[config.mk]
export PLATFORM = sky130hd
export DESIGN_NAME = stable_priority_table_unit_flat
export DESIGN_NICKNAME = d
export VERILOG_FILES = /design/src/spt_pkg.sv /design/src/spt_if.sv /design/src/stable_priority_table_unit.sv /design/src/spt_cell.sv /design/src/flat_wrapper.sv
export VERILOG_INCLUDE_DIRS = /design/src /design/src/src
export SDC_FILE = /design/constraint.sdc
export NUM_CORES = 1
export LEC_CHECK = 0
export BUFFER_PORTS_ARGS = -buffer_cell sky130_fd_sc_hd__buf_2
export CAP_MARGIN = 5
export CELL_PAD_IN_SITES_DETAIL_PLACEMENT = 0
export CELL_PAD_IN_SITES_GLOBAL_PLACEMENT = 1
export CORE_MARGIN = 3
export CORE_UTILIZATION = 40
export CTS_BUF_LIST = sky130_fd_sc_hd__clkbuf_2 sky130_fd_sc_hd__clkbuf_4 sky130_fd_sc_hd__clkbuf_8
export DETAILED_ROUTE_END_ITERATION = 7
export GPL_TIMING_DRIVEN = 0
export PLACE_DENSITY_LB_ADDON = 0.1
export SYNTH_ARGS = -nofsm -noshare
export SYNTH_HDL_FRONTEND = slang
export SYNTH_HIERARCHICAL = 1
export SYNTH_SLANG_ARGS = --single-unit
[constraint.sdc]
create_clock -name clk -period 9.36 [get_ports clk]
set_input_delay 1.872 -clock clk [delete_from_list [all_inputs] [get_ports clk]]
set_output_delay 1.872 -clock clk [all_outputs]
set_load 0.05 [all_outputs]
[src/stable_priority_table_unit_assert.svh]
// Assertion macros shared by the RTL; clk and rst_n come from the using scope.
`ifndef STABLE_PRIORITY_TABLE_UNIT_ASSERT_SVH
`define STABLE_PRIORITY_TABLE_UNIT_ASSERT_SVH

// same-cycle implication
`define SPT_ASSERT_IMP(label, ante, cons) \
  label: assert property (@(posedge clk) disable iff (!rst_n) (ante) |-> (cons)) \
    else $error("assertion failed: implication");

// next-cycle implication
`define SPT_ASSERT_NXT(label, ante, cons) \
  label: assert property (@(posedge clk) disable iff (!rst_n) (ante) |=> (cons)) \
    else $error("assertion failed: next-cycle implication");

`endif

[src/spt_pkg.sv]
package spt_pkg;

  localparam int DEPTH_DEF = 16;
  localparam int KEY_W     = 16;
  localparam int AGE_W     = 7;
  localparam int LVL_W     = 4;
  localparam int POS_W     = 5;

  typedef enum logic [1:0] {
    REQ_INSERT = 2'd0,
    REQ_REMOVE = 2'd1,
    REQ_SEARCH = 2'd2,
    REQ_CHANGE = 2'd3
  } req_t;

  typedef enum logic [1:0] {
    STS_DONE      = 2'd0,
    STS_NOT_FOUND = 2'd1,
    STS_FULL      = 2'd2,
    STS_EMPTY     = 2'd3
  } status_t;

  typedef enum logic [1:0] {
    ST_IDLE,
    ST_DROP,
    ST_PLACE
  } state_t;

  typedef enum logic [1:0] {
    CELL_HOLD,
    CELL_DROP,
    CELL_PLACE
  } cell_op_t;

  typedef struct packed {
    logic [KEY_W-1:0] key;
    logic [AGE_W-1:0] age;
    logic [LVL_W-1:0] level;
  } slot_t;

  typedef struct packed {
    cell_op_t op;
    slot_t    ins;
  } cell_ctl_t;

  // ripple between neighbors: key match seen at or before, level >= new level
  typedef struct packed {
    logic seen;
    logic ge;
  } chain_t;

  typedef struct packed {
    logic first;
    logic place;
  } cell_stat_t;

endpackage

[src/spt_if.sv]
interface spt_in_if;
  logic                     valid;
  logic                     ready;
  logic [1:0]               req_type;
  logic [spt_pkg::KEY_W-1:0] cust_key;
  logic [spt_pkg::AGE_W-1:0] cust_age;
  logic [spt_pkg::LVL_W-1:0] prio_level;

  modport source (output valid, req_type, cust_key, cust_age, prio_level, input ready);
  modport sink (input valid, req_type, cust_key, cust_age, prio_level, output ready);
endinterface

interface spt_out_if;
  logic                     valid;
  logic                     ready;
  logic [1:0]               status;
  logic [spt_pkg::AGE_W-1:0] found_age;
  logic [spt_pkg::LVL_W-1:0] found_level;
  logic [spt_pkg::POS_W-1:0] found_pos;
  logic [spt_pkg::POS_W-1:0] entry_count;

  modport source (output valid, status, found_age, found_level, found_pos, entry_count,
                  input ready);
  modport sink (input valid, status, found_age, found_level, found_pos, entry_count,
                output ready);
endinterface

[src/stable_priority_table_unit.sv]
// Stable priority table: up to DEPTH entries (key, age, level) kept in
// descending level order, arrival order within a level.
// in_ch: request transfer (insert, remove, search, change priority).
// out_ch: exactly one result transfer per request (status, matched age,
// level, 1-based position, entry count after the request).
// Sequencing: a request passes through accept (IDLE), the drop/match
// pass (DROP) and the place pass (PLACE); the result is registered into
// the output register at the end of the place pass, and no new request
// is accepted until the FSM is back in IDLE. The two passes over the
// cell chain are a match/remove shift and then an ordered insert shift.
// Each cell compares its entry against the request at once; first-match
// and insert point ripple cell to cell.
// Reset (rst_n low, synchronous) empties the table and drops any pending
// result; entry contents are not cleared.
// When out_ch stalls the result stays in the output register; a following
// request finishes its match pass and then waits, without touching the
// table, until the output register is free.
module stable_priority_table_unit #(
  parameter int DEPTH = spt_pkg::DEPTH_DEF
) (
  input logic      clk,
  input logic      rst_n,
  spt_in_if.sink   in_ch,
  spt_out_if.source out_ch
);

  `include "stable_priority_table_unit_assert.svh"

  localparam int CW = $clog2(DEPTH + 1);
  localparam int PW = spt_pkg::POS_W;

  spt_pkg::state_t state_r, state_nxt;
  spt_pkg::req_t   req_r;
  logic [spt_pkg::KEY_W-1:0] key_r;
  logic [spt_pkg::AGE_W-1:0] age_r;
  logic [spt_pkg::LVL_W-1:0] lvl_r;
  logic [CW-1:0]   cnt_r, cnt_nxt;

  logic                      fnd_r;
  logic                      empty_r;
  logic [spt_pkg::AGE_W-1:0] fnd_age_r;
  logic [spt_pkg::LVL_W-1:0] fnd_lvl_r;
  logic [PW-1:0]             fnd_pos_r;

  logic                      out_valid_r;
  spt_pkg::status_t          out_sts_r;
  logic [spt_pkg::AGE_W-1:0] out_age_r;
  logic [spt_pkg::LVL_W-1:0] out_lvl_r;
  logic [PW-1:0]             out_pos_r;
  logic [PW-1:0]             out_cnt_r;

  spt_pkg::cell_ctl_t  ctl;
  spt_pkg::slot_t      slots [DEPTH];
  spt_pkg::chain_t     chains [DEPTH+1];
  spt_pkg::cell_stat_t stats [DEPTH];

  logic                      in_rdy;
  logic                      out_free;
  logic                      load_out;
  logic                      found;
  logic [spt_pkg::AGE_W-1:0] hit_age;
  logic [spt_pkg::LVL_W-1:0] hit_lvl;
  logic [PW-1:0]             hit_pos;
  logic [PW-1:0]             ins_pos;

  spt_pkg::status_t          res_sts;
  logic [spt_pkg::AGE_W-1:0] res_age;
  logic [spt_pkg::LVL_W-1:0] res_lvl;
  logic [PW-1:0]             res_pos;
  logic [CW+PW-1:0]          cnt_ext;

  assign chains[0].seen = 1'b0;
  assign chains[0].ge   = 1'b1;

  for (genvar g = 0; g < DEPTH; g++) begin : g_cell
    spt_cell #(
      .IDX (g),
      .CW  (CW)
    ) u_cell (
      .clk        (clk),
      .ctl        (ctl),
      .cnt        (cnt_r),
      .left_slot  ((g == 0) ? ctl.ins : slots[(g == 0) ? 0 : g - 1]),
      .right_slot (slots[(g == DEPTH - 1) ? g : g + 1]),
      .chain_in   (chains[g]),
      .chain_out  (chains[g+1]),
      .slot       (slots[g]),
      .stat       (stats[g])
    );
  end

  assign found = chains[DEPTH].seen;

  always_comb begin
    hit_age = '0;
    hit_lvl = '0;
    hit_pos = '0;
    ins_pos = '0;
    for (int i = 0; i < DEPTH; i++) begin
      if (stats[i].first) begin
        hit_age = hit_age | slots[i].age;
        hit_lvl = hit_lvl | slots[i].level;
        hit_pos = hit_pos | PW'(i + 1);
      end
      if (stats[i].place) begin
        ins_pos = ins_pos | PW'(i + 1);
      end
    end
  end

  assign out_free = !out_valid_r || out_ch.ready;

  always_comb begin
    state_nxt = state_r;
    case (state_r)
      spt_pkg::ST_IDLE: begin
        if (in_ch.valid) begin
          state_nxt = spt_pkg::ST_DROP;
        end
      end
      spt_pkg::ST_DROP: begin
        state_nxt = spt_pkg::ST_PLACE;
      end
      spt_pkg::ST_PLACE: begin
        if (out_free) begin
          state_nxt = spt_pkg::ST_IDLE;
        end
      end
      default: begin
        state_nxt = spt_pkg::ST_IDLE;
      end
    endcase
  end

  always_comb begin
    in_rdy        = 1'b0;
    load_out      = 1'b0;
    cnt_nxt       = cnt_r;
    ctl.op        = spt_pkg::CELL_HOLD;
    ctl.ins.key   = key_r;
    ctl.ins.age   = (req_r == spt_pkg::REQ_CHANGE) ? fnd_age_r : age_r;
    ctl.ins.level = lvl_r;
    res_sts       = spt_pkg::STS_NOT_FOUND;
    res_age       = '0;
    res_lvl       = '0;
    res_pos       = '0;
    case (state_r)
      spt_pkg::ST_IDLE: begin
        in_rdy = 1'b1;
      end
      spt_pkg::ST_DROP: begin
        if ((req_r == spt_pkg::REQ_REMOVE || req_r == spt_pkg::REQ_CHANGE) && found) begin
          ctl.op  = spt_pkg::CELL_DROP;
          cnt_nxt = cnt_r - CW'(1);
        end
      end
      spt_pkg::ST_PLACE: begin
        if (out_free) begin
          load_out = 1'b1;
          case (req_r)
            spt_pkg::REQ_INSERT: begin
              if (cnt_r == CW'(DEPTH)) begin
                res_sts = spt_pkg::STS_FULL;
              end else begin
                ctl.op  = spt_pkg::CELL_PLACE;
                cnt_nxt = cnt_r + CW'(1);
                res_sts = spt_pkg::STS_DONE;
                res_age = age_r;
                res_lvl = lvl_r;
                res_pos = ins_pos;
              end
            end
            spt_pkg::REQ_REMOVE: begin
              if (empty_r) begin
                res_sts = spt_pkg::STS_EMPTY;
              end else if (fnd_r) begin
                res_sts = spt_pkg::STS_DONE;
                res_age = fnd_age_r;
                res_lvl = fnd_lvl_r;
                res_pos = fnd_pos_r;
              end
            end
            spt_pkg::REQ_SEARCH: begin
              if (fnd_r) begin
                res_sts = spt_pkg::STS_DONE;
                res_age = fnd_age_r;
                res_lvl = fnd_lvl_r;
                res_pos = fnd_pos_r;
              end
            end
            spt_pkg::REQ_CHANGE: begin
              if (fnd_r) begin
                ctl.op  = spt_pkg::CELL_PLACE;
                cnt_nxt = cnt_r + CW'(1);
                res_sts = spt_pkg::STS_DONE;
                res_age = fnd_age_r;
                res_lvl = lvl_r;
                res_pos = ins_pos;
              end
            end
            default: begin
              res_sts = spt_pkg::STS_NOT_FOUND;
            end
          endcase
        end
      end
      default: begin
        in_rdy = 1'b0;
      end
    endcase
  end

  assign cnt_ext = {{PW{1'b0}}, cnt_nxt};

  always_ff @(posedge clk) begin
    if (!rst_n) begin
      state_r     <= spt_pkg::ST_IDLE;
      cnt_r       <= '0;
      out_valid_r <= 1'b0;
    end else begin
      state_r <= state_nxt;
      cnt_r   <= cnt_nxt;
      if (load_out) begin
        out_valid_r <= 1'b1;
      end else if (out_ch.ready) begin
        out_valid_r <= 1'b0;
      end
    end
  end

  always_ff @(posedge clk) begin
    if (in_rdy && in_ch.valid) begin
      req_r <= spt_pkg::req_t'(in_ch.req_type);
      key_r <= in_ch.cust_key;
      age_r <= in_ch.cust_age;
      lvl_r <= in_ch.prio_level;
    end
    if (state_r == spt_pkg::ST_DROP) begin
      fnd_r     <= found;
      empty_r   <= (cnt_r == '0);
      fnd_age_r <= hit_age;
      fnd_lvl_r <= hit_lvl;
      fnd_pos_r <= hit_pos;
    end
    if (load_out) begin
      out_sts_r <= res_sts;
      out_age_r <= res_age;
      out_lvl_r <= res_lvl;
      out_pos_r <= res_pos;
      out_cnt_r <= cnt_ext[PW-1:0];
    end
  end

  assign in_ch.ready        = in_rdy;
  assign out_ch.valid       = out_valid_r;
  assign out_ch.status      = out_sts_r;
  assign out_ch.found_age   = out_age_r;
  assign out_ch.found_level = out_lvl_r;
  assign out_ch.found_pos   = out_pos_r;
  assign out_ch.entry_count = out_cnt_r;

  `SPT_ASSERT_IMP(a_cnt_bound, 1'b1, cnt_r <= CW'(DEPTH))
  `SPT_ASSERT_NXT(a_accept_to_drop, in_rdy && in_ch.valid, state_r == spt_pkg::ST_DROP)
  `SPT_ASSERT_NXT(a_result_loaded, state_r == spt_pkg::ST_PLACE && out_free, out_valid_r)
  `SPT_ASSERT_NXT(a_idle_cnt_hold, state_r == spt_pkg::ST_IDLE, $stable(cnt_r))

endmodule

[src/spt_cell.sv]
module spt_cell #(
  parameter int IDX = 0,
  parameter int CW  = 5
) (
  input  logic               clk,
  input  spt_pkg::cell_ctl_t ctl,
  input  logic [CW-1:0]      cnt,
  input  spt_pkg::slot_t     left_slot,
  input  spt_pkg::slot_t     right_slot,
  input  spt_pkg::chain_t    chain_in,
  output spt_pkg::chain_t    chain_out,
  output spt_pkg::slot_t     slot,
  output spt_pkg::cell_stat_t stat
);

  spt_pkg::slot_t slot_r, slot_nxt;
  logic           occ;
  logic           is_match;

  assign occ      = cnt > CW'(IDX);
  assign is_match = occ && (slot_r.key == ctl.ins.key);

  assign chain_out.seen = chain_in.seen || is_match;
  assign chain_out.ge   = occ && (slot_r.level >= ctl.ins.level);

  assign stat.first = is_match && !chain_in.seen;
  assign stat.place = !chain_out.ge && chain_in.ge;

  always_comb begin
    slot_nxt = slot_r;
    case (ctl.op)
      spt_pkg::CELL_DROP: begin
        if (chain_out.seen) begin
          slot_nxt = right_slot;
        end
      end
      spt_pkg::CELL_PLACE: begin
        if (!chain_out.ge) begin
          slot_nxt = chain_in.ge ? ctl.ins : left_slot;
        end
      end
      default: begin
        slot_nxt = slot_r;
      end
    endcase
  end

  always_ff @(posedge clk) begin
    slot_r <= slot_nxt;
  end

  assign slot = slot_r;

endmodule

[src/flat_wrapper.sv]
// flat-port wrapper written by rule: the top's interface ports become plain ports
module stable_priority_table_unit_flat 
#(
  parameter int DEPTH = spt_pkg::DEPTH_DEF
)
  (clk, rst_n, in_ch_valid, in_ch_req_type, in_ch_cust_key, in_ch_cust_age, in_ch_prio_level, in_ch_ready, out_ch_valid, out_ch_status, out_ch_found_age, out_ch_found_level, out_ch_found_pos, out_ch_entry_count, out_ch_ready);
  spt_in_if in_ch_i ();
  spt_out_if out_ch_i ();
  input logic clk;
  input logic rst_n;
  input wire logic [$bits(in_ch_i.valid)-1:0] in_ch_valid;
  input wire logic [$bits(in_ch_i.req_type)-1:0] in_ch_req_type;
  input wire logic [$bits(in_ch_i.cust_key)-1:0] in_ch_cust_key;
  input wire logic [$bits(in_ch_i.cust_age)-1:0] in_ch_cust_age;
  input wire logic [$bits(in_ch_i.prio_level)-1:0] in_ch_prio_level;
  output wire logic [$bits(in_ch_i.ready)-1:0] in_ch_ready;
  output wire logic [$bits(out_ch_i.valid)-1:0] out_ch_valid;
  output wire logic [$bits(out_ch_i.status)-1:0] out_ch_status;
  output wire logic [$bits(out_ch_i.found_age)-1:0] out_ch_found_age;
  output wire logic [$bits(out_ch_i.found_level)-1:0] out_ch_found_level;
  output wire logic [$bits(out_ch_i.found_pos)-1:0] out_ch_found_pos;
  output wire logic [$bits(out_ch_i.entry_count)-1:0] out_ch_entry_count;
  input wire logic [$bits(out_ch_i.ready)-1:0] out_ch_ready;
  assign in_ch_i.valid = in_ch_valid;
  assign in_ch_i.req_type = in_ch_req_type;
  assign in_ch_i.cust_key = in_ch_cust_key;
  assign in_ch_i.cust_age = in_ch_cust_age;
  assign in_ch_i.prio_level = in_ch_prio_level;
  assign in_ch_ready = in_ch_i.ready;
  assign out_ch_valid = out_ch_i.valid;
  assign out_ch_status = out_ch_i.status;
  assign out_ch_found_age = out_ch_i.found_age;
  assign out_ch_found_level = out_ch_i.found_level;
  assign out_ch_found_pos = out_ch_i.found_pos;
  assign out_ch_entry_count = out_ch_i.entry_count;
  assign out_ch_i.ready = out_ch_ready;
  stable_priority_table_unit #(.DEPTH(DEPTH)) u_core (.clk(clk), .rst_n(rst_n), .in_ch(in_ch_i), .out_ch(out_ch_i));
endmodule
==> results of run 1 <==
==> routing by layer <==
layer | track usage [%] | share of wire [%]
met4 | 11.3 | 3.8
met2 | 46.3 | 43
met5 | 0 | 0.010
met1 | 44.0 | 45
met3 | 5.44 | 8.1
==> cells in the mapped netlist (all sizes together) (3+ instances only) <==
cell,instances
a211oi,3
a21o,12
a21oi,32
a221oi,46
a22o,44
a22oi,9
a311oi,4
a31o,5
a31oi,4
and2,9
and3,5
buf,90
clkbuf,85
dfxtp,8
edfxtp,502
ha,73
inv,87
mux2,7
mux2i,433
nand2,486
nand2b,24
nand3,28
nand4,34
nor2,66
nor2b,33
nor3,29
nor3b,15
nor4,52
o211ai,21
o21a,8
o21ai,470
o21bai,14
o22ai,8
or2,3
or4,5
xnor2,64
xor2,192
==> cells by family (layout without fill, tap and decap cells) <==
kind of cell    after synthesis  after routing
xor+xnor                    256            256
other cells                   2              6
simple gates                799            799
flops                       510            510
buf+inv                     263            560
fa+ha+maj                    73             73
compound gates              693            693
mux                         440            440
==> sequential cells by signal, indices dropped and copies added (netlist names), 5 cells and up <==
signal / count
u_core/g_cell.u_cell/slot: 432
u_core/age_r: 7
u_core/out_ch.found_age: 7
u_core/fnd_pos_r: 5
u_core/cnt_r: 5
u_core/out_ch.entry_count: 5
u_core/key_r: 16
u_core/fnd_age_r: 7
u_core/out_ch.found_pos: 5
==> power groups by stage <==
stage	logic, W	registers [W]	clock network, W
5_1_grt	0.000874	0.00265	0.00231
4_1_cts	0.000809	0.00265	0.00221
2_1_floorplan	0.000447	0.00269	0
3_5_place_dp	0.000807	0.00269	0
6_report	0.000821	0.00265	0.00217
3_3_place_gp	0.000608	0.00279	0
==> worst max-delay path, delay by kind of cell (launching register included) <==
| family | cells | cell delay (ps) |
|---|---|---|
| simple gates | 4 | 770 |
| xor+xnor | 1 | 200 |
| buf+inv | 8 | 1390 |
| flops | 1 | 930 |
| compound gates | 18 | 4830 |
==> path summary, 6_finish.rpt <==
kind	startpoint	endpoint	cells past startpoint
max	u_core/key_r[11]	u_core/g_cell[6].u_cell/slot[15]	31
max reg2reg	u_core/key_r[11]	u_core/g_cell[6].u_cell/slot[15]	31
min	u_core/state_r[1]	u_core/state_r[1]	2
min reg2reg	u_core/state_r[1]	u_core/state_r[1]	2
==> layout make-up <==
class                      instances  area share (%)
antenna                            2          0.0135
buffer                           175            2.49
clock buffer                     124            4.14
clock inverter                    52           0.853
inverter                          88           0.894
multi-input combinational       2265            42.3
sequential                       510            41.2
tap                             1050            3.55
timing repair buffer             121            4.52
==> per-stage QoR <==
step	hold slack (ps)	setup TNS [ps]
after floorplan	487	0
after global placement	503	-628840
after detailed placement	523	0
after CTS	537	0
after global routing	564	0
final	529	0
==> impl_results.md, run 1 <==
- Status: finished, final reports clean
- Most used cell, CP: o21bai_1
- Clk slew on worst S/H paths: 60 ps
- Root buf cell: clkbuf_8
- Overflow after GRT: 0
- RSZ-0062 raised after global routing: no
- Placed cell count: 4208
- Adder-cell area share of the yosys netlist: 2.85%
- Final Cycle Share: 91.0%
- Largest net degree at the start of global routing: 30
- Number of flops mapped to enable cells by yosys: 502
- Hold buffers post-CTS: 0
- Commonest non-fill, non-tap cell in the layout: edfxtp_1
- Synth top area share: 47.0%
- Syn_area_per_cell: 10.6 sq um
- Clock skew: 30.1 ps
- Crit path max fanout: 26
- CTS tree: built
- Final setup slack of the worst path: 847 ps
- Initial Util: 40.5%
- Die Wd: 289 um
- Vias/cell: 6.03
- I/O pins: 58
- Endpoints failing setup: 0
- Vert. Die Dim: 289 um
- VDD IR-drop max: 102 uV
- Proportion of synthesized area in mux cells: 13.8%
- Via count: 26500
- Most frequent cells in the layout: 502 x edfxtp_1, 485 x nand2_1, 433 x mux2i_1
- Top_reg_cell synth: edfxtp_1
- Full die area: 83600 sq um
- Drt drc: 0
- Top post-synthesis cells by area: edfxtp_1 47%, mux2i_1 14%, nand2_1 5.7%
- Post-synthesis cell type count: 77
- Reg power frac: 47.0%
- Netlist Area Pre-Place: 32100 sq um
- Combinational family with the most area after synthesis: multiplexers
- Clock network fraction of design power: 38.4%
- Global Route Usage Sum: 30.7%
- Vias in the first global route: 25700
- Worst Tran Pin Value: 1130 ps
- Non-filler cells, final: 4387
- Num CTS Buffers: 96
- First DRT Iteration DRCs: 2832
- Antenna-violating nets left: 0
- Dpl ws: 861 ps
- Layout cells sized above 1: 13.0%
- Row count: 103
- Post-Route WL: 131000 um
- Cells after Synth: 3036
- Post-DP HPWL: 102000 um
- Postcts setup bufs: 0
- Post-CTS resize count: 0
- Core area: 79300 sq um
- Hold Crit Class: reg -> reg
- Maximum root-to-sink buffer count: 3
- Overall power: 0.00564 W
- Simple-gate portion of the synthesized area: 12.0%
- Antenna violations before repair: 4
- CP max stage cell: edfxtp_1
- Fraction of registers with async set/reset: 0%
- Area after DPL: 35100 sq um
- Clock sink count: 510
- Slew HR: 24.3%
- Global-route wire length before repair: 185000 um
- FF+latch count, synth: 510
- CP peak stage delay: 930 ps
- FMAX: 117 MHz
- Register area: 15200 sq um
- Skew-Pair Late Insertion Delay: 710 ps
- PD cells: 153 nW/um^2
- Max_cap viols: 0
- Net load switching power: 0.00161 W
- Final hold viol count: 0
- Final Core Density: 46.6%
- Max-slew violation count: 0
- Final Cell Area: 37000 sq um
- Worst Setup Path Type: reg -> reg
- Area of the multi-input gates: 15600 sq um
- Compound-cell area share of the yosys netlist: 13.0%
- Area leader, netlist: edfxtp_1
- Crit start category: register
- WP data required: 9750 ps
- Seq/Total Area, Yosys: 47.5%
- Wire per inst: 29.8 um
- Reg-to-reg setup timing slack: 850 ps
- Crit end category: register
- Synth Area in XOR/XNOR: 6.99%
- Buffers added on ports: 57
- Worst EP arrival: 8910 ps
- Pint: 0.00403 W
- Switching share of total power: 28.5%
- Nets: 3363
- Synth Warn #: 6
- Fill cell count: 7442
- Final Wtd Congestion: 0.991
- Fin crit period: 8510 ps
- Syn-to-layout area delta: 15.2%
- CTS H-tree depth: 3
- DRT Pass-1 Iters: 5
- Leak: 13.4 nW
- Combinational power share: 14.6%
Note: power is estimated with default switching activity, not from simulation.
==> run 2: changes to the inputs <==
clock period = 7.1 ns   (was 9.36 ns; I/O delays follow)
==> impl_results.md, run 2 (synthesized netlist as in run 1, its figures left out) <==
- Status: finished, final reports clean (unchanged)
- Maximum root-to-sink buffer count: 3 (unchanged)
- Max-slew violation count: 0 (unchanged)
- Endpoints failing setup: 0 (unchanged)
- Crit end category: register (unchanged)
- Vert. Die Dim: 289 um (unchanged)
- Most used cell, CP: o21bai_2 (was o21bai_1)
- Worst EP arrival: 7220 ps (was 8910 ps)
- Core area: 79300 sq um (unchanged)
- Final hold viol count: 0 (unchanged)
- Clock skew: 37.3 ps (was 30.1 ps)
- Slew HR: 22.0% (was 24.3%)
- Hold Crit Class: reg -> reg (unchanged)
- Most frequent cells in the layout: 502 x edfxtp_1, 485 x nand2_1, 433 x mux2i_1 (unchanged)
- Max_cap viols: 0 (unchanged)
- CP max stage cell: edfxtp_1 (unchanged)
- Vias/cell: 6.03 (about the same)
- Commonest non-fill, non-tap cell in the layout: edfxtp_1 (unchanged)
- Syn-to-layout area delta: 18.1% (was 15.2%)
- Drt drc: 0 (unchanged)
- Initial Util: 40.5% (unchanged)
- Root buf cell: clkbuf_8 (unchanged)
- Area after DPL: 35100 sq um (unchanged)
- First DRT Iteration DRCs: 2927 (was 2832)
- Clk slew on worst S/H paths: 60 ps (about the same)
- Worst r2r path cells: 32 (was 31)
- VDD IR-drop max: 135 uV (was 102 uV)
- Antenna-violating nets left: 0 (unchanged)
- Worst Tran Pin Value: 1160 ps (was 1130 ps)
- Final Cycle Share: 96.0% (was 91.0%)
- DRT Pass-1 Iters: 6 (was 5)
- Crit start category: register (unchanged)
- Row count: 103 (unchanged)
- Hold buffers post-CTS: 0 (unchanged)
- Overall power: 0.00749 W (was 0.00564 W)
- Antenna violations before repair: 5 (was 4)
- Wire per inst: 29.7 um (was 29.8 um)
- Post-Route WL: 133000 um (was 131000 um)
- Crit path max fanout: 26 (unchanged)
- Num CTS Buffers: 96 (unchanged)
- FMAX: 147 MHz (was 117 MHz)
- Via count: 26900 (was 26500)
- Die Wd: 289 um (unchanged)
- CTS H-tree depth: 3 (unchanged)
- Fin crit period: 6820 ps (was 8510 ps)
- WP data required: 7500 ps (was 9750 ps)
- Overflow after GRT: 0 (unchanged)
- Post-DP HPWL: 102000 um (unchanged)
- Global-route wire length before repair: 187000 um (was 185000 um)
- I/O pins: 58 (unchanged)
- Worst hold slack: 529 ps (about the same)
- Global Route Usage Sum: 31.1% (was 30.7%)
- Max FFs per register: 432 (unchanged)
- Hold Path Cell Cnt: 2 (unchanged)
- Vias in the first global route: 26200 (was 25700)
- Layout cells sized above 1: 15.6% (was 13.0%)
- Clock sink count: 510 (unchanged)
- CP peak stage delay: 450 ps (was 930 ps)
- Full die area: 83600 sq um (unchanged)
- Buffers added on ports: 57 (unchanged)
- PD cells: 198 nW/um^2 (was 153 nW/um^2)
- Skew-Pair Late Insertion Delay: 720 ps (was 710 ps)
- Nets: 3442 (was 3363)
- Leak: 13.9 nW (was 13.4 nW)
- Final Core Density: 47.8% (was 46.6%)
- CTS tree: built (unchanged)
- Final Cell Area: 37900 sq um (was 37000 sq um)
- Largest net degree at the start of global routing: 30 (unchanged)
- Worst Setup Path Type: reg -> reg (unchanged)
- Final Wtd Congestion: 0.991 (unchanged)
-- run 2: per-stage QoR --
step                TNS [ps]  worst slack [ps]  instances
detailed placement   -565420             -1400       4208
global route            -815             -34.4       4465
finish                     0               284       4465
CTS                        0              60.0       4453
floorplan                  0              53.4       3038
global placement    -2607590             -4140       4145
-- run 2: layout make-up --
class,count,area (sq um)
antenna,1,2.50
buffer,175,928
clock buffer,124,1530
clock inverter,52,315
fill,7366,41400
inverter,88,330
multi-input combinational,2270,15900
sequential,510,15300
tap,1050,1310
timing repair buffer,195,2340
-- run 2: worst paths after layout --
path,to,slack (ps),start
max,u_core/g_cell[6].u_cell/slot[19],280,u_core/key_r[13]
min,u_core/state_r[1],530,u_core/state_r[1]
max reg2reg,u_core/g_cell[6].u_cell/slot[19],280,u_core/key_r[13]
min reg2reg,u_core/state_r[1],530,u_core/state_r[1]
-- run 2: repair_timing --
action / CTS / global route
gates resized for setup: 29 / 21
buffers inserted: 63 / 11
setup endpoints to repair: 875 / 858
cloned: 6 / 0
pin swaps: 18 / 3
-- run 2: layer usage --
metal | track usage, % | vias up | part of all wire, %
met1 | 44.3 | 13400 | 44
met5 | 0 | - | 0.023
li1 | - | 11800 | -
met3 | 5.84 | 261 | 8.6
met4 | 11.7 | 4 | 4.1
met2 | 46.9 | 1404 | 43
-- run 2: worst max-delay path: cells and delay by family (launching register included) --
family	cells	cell delay, ps
AOI/OAI and AO/OA	17	3630
DFF	1	450
xor gates and xnor gates	1	160
buffers and inverters	10	1560
and+or+nand+nor	4	620
-- run 2: report_power, final --
part | leakage [nW] | switching [W] | total, W | internal (W)
Combinational | 8.29 | 0.000710 | 0.00117 | 0.000459
Clock | 0.963 | 0.00134 | 0.00286 | 0.00152
Sequential | 4.62 | 0.0000893 | 0.00345 | 0.00337
Total | 13.9 | 0.00214 | 0.00749 | 0.00534
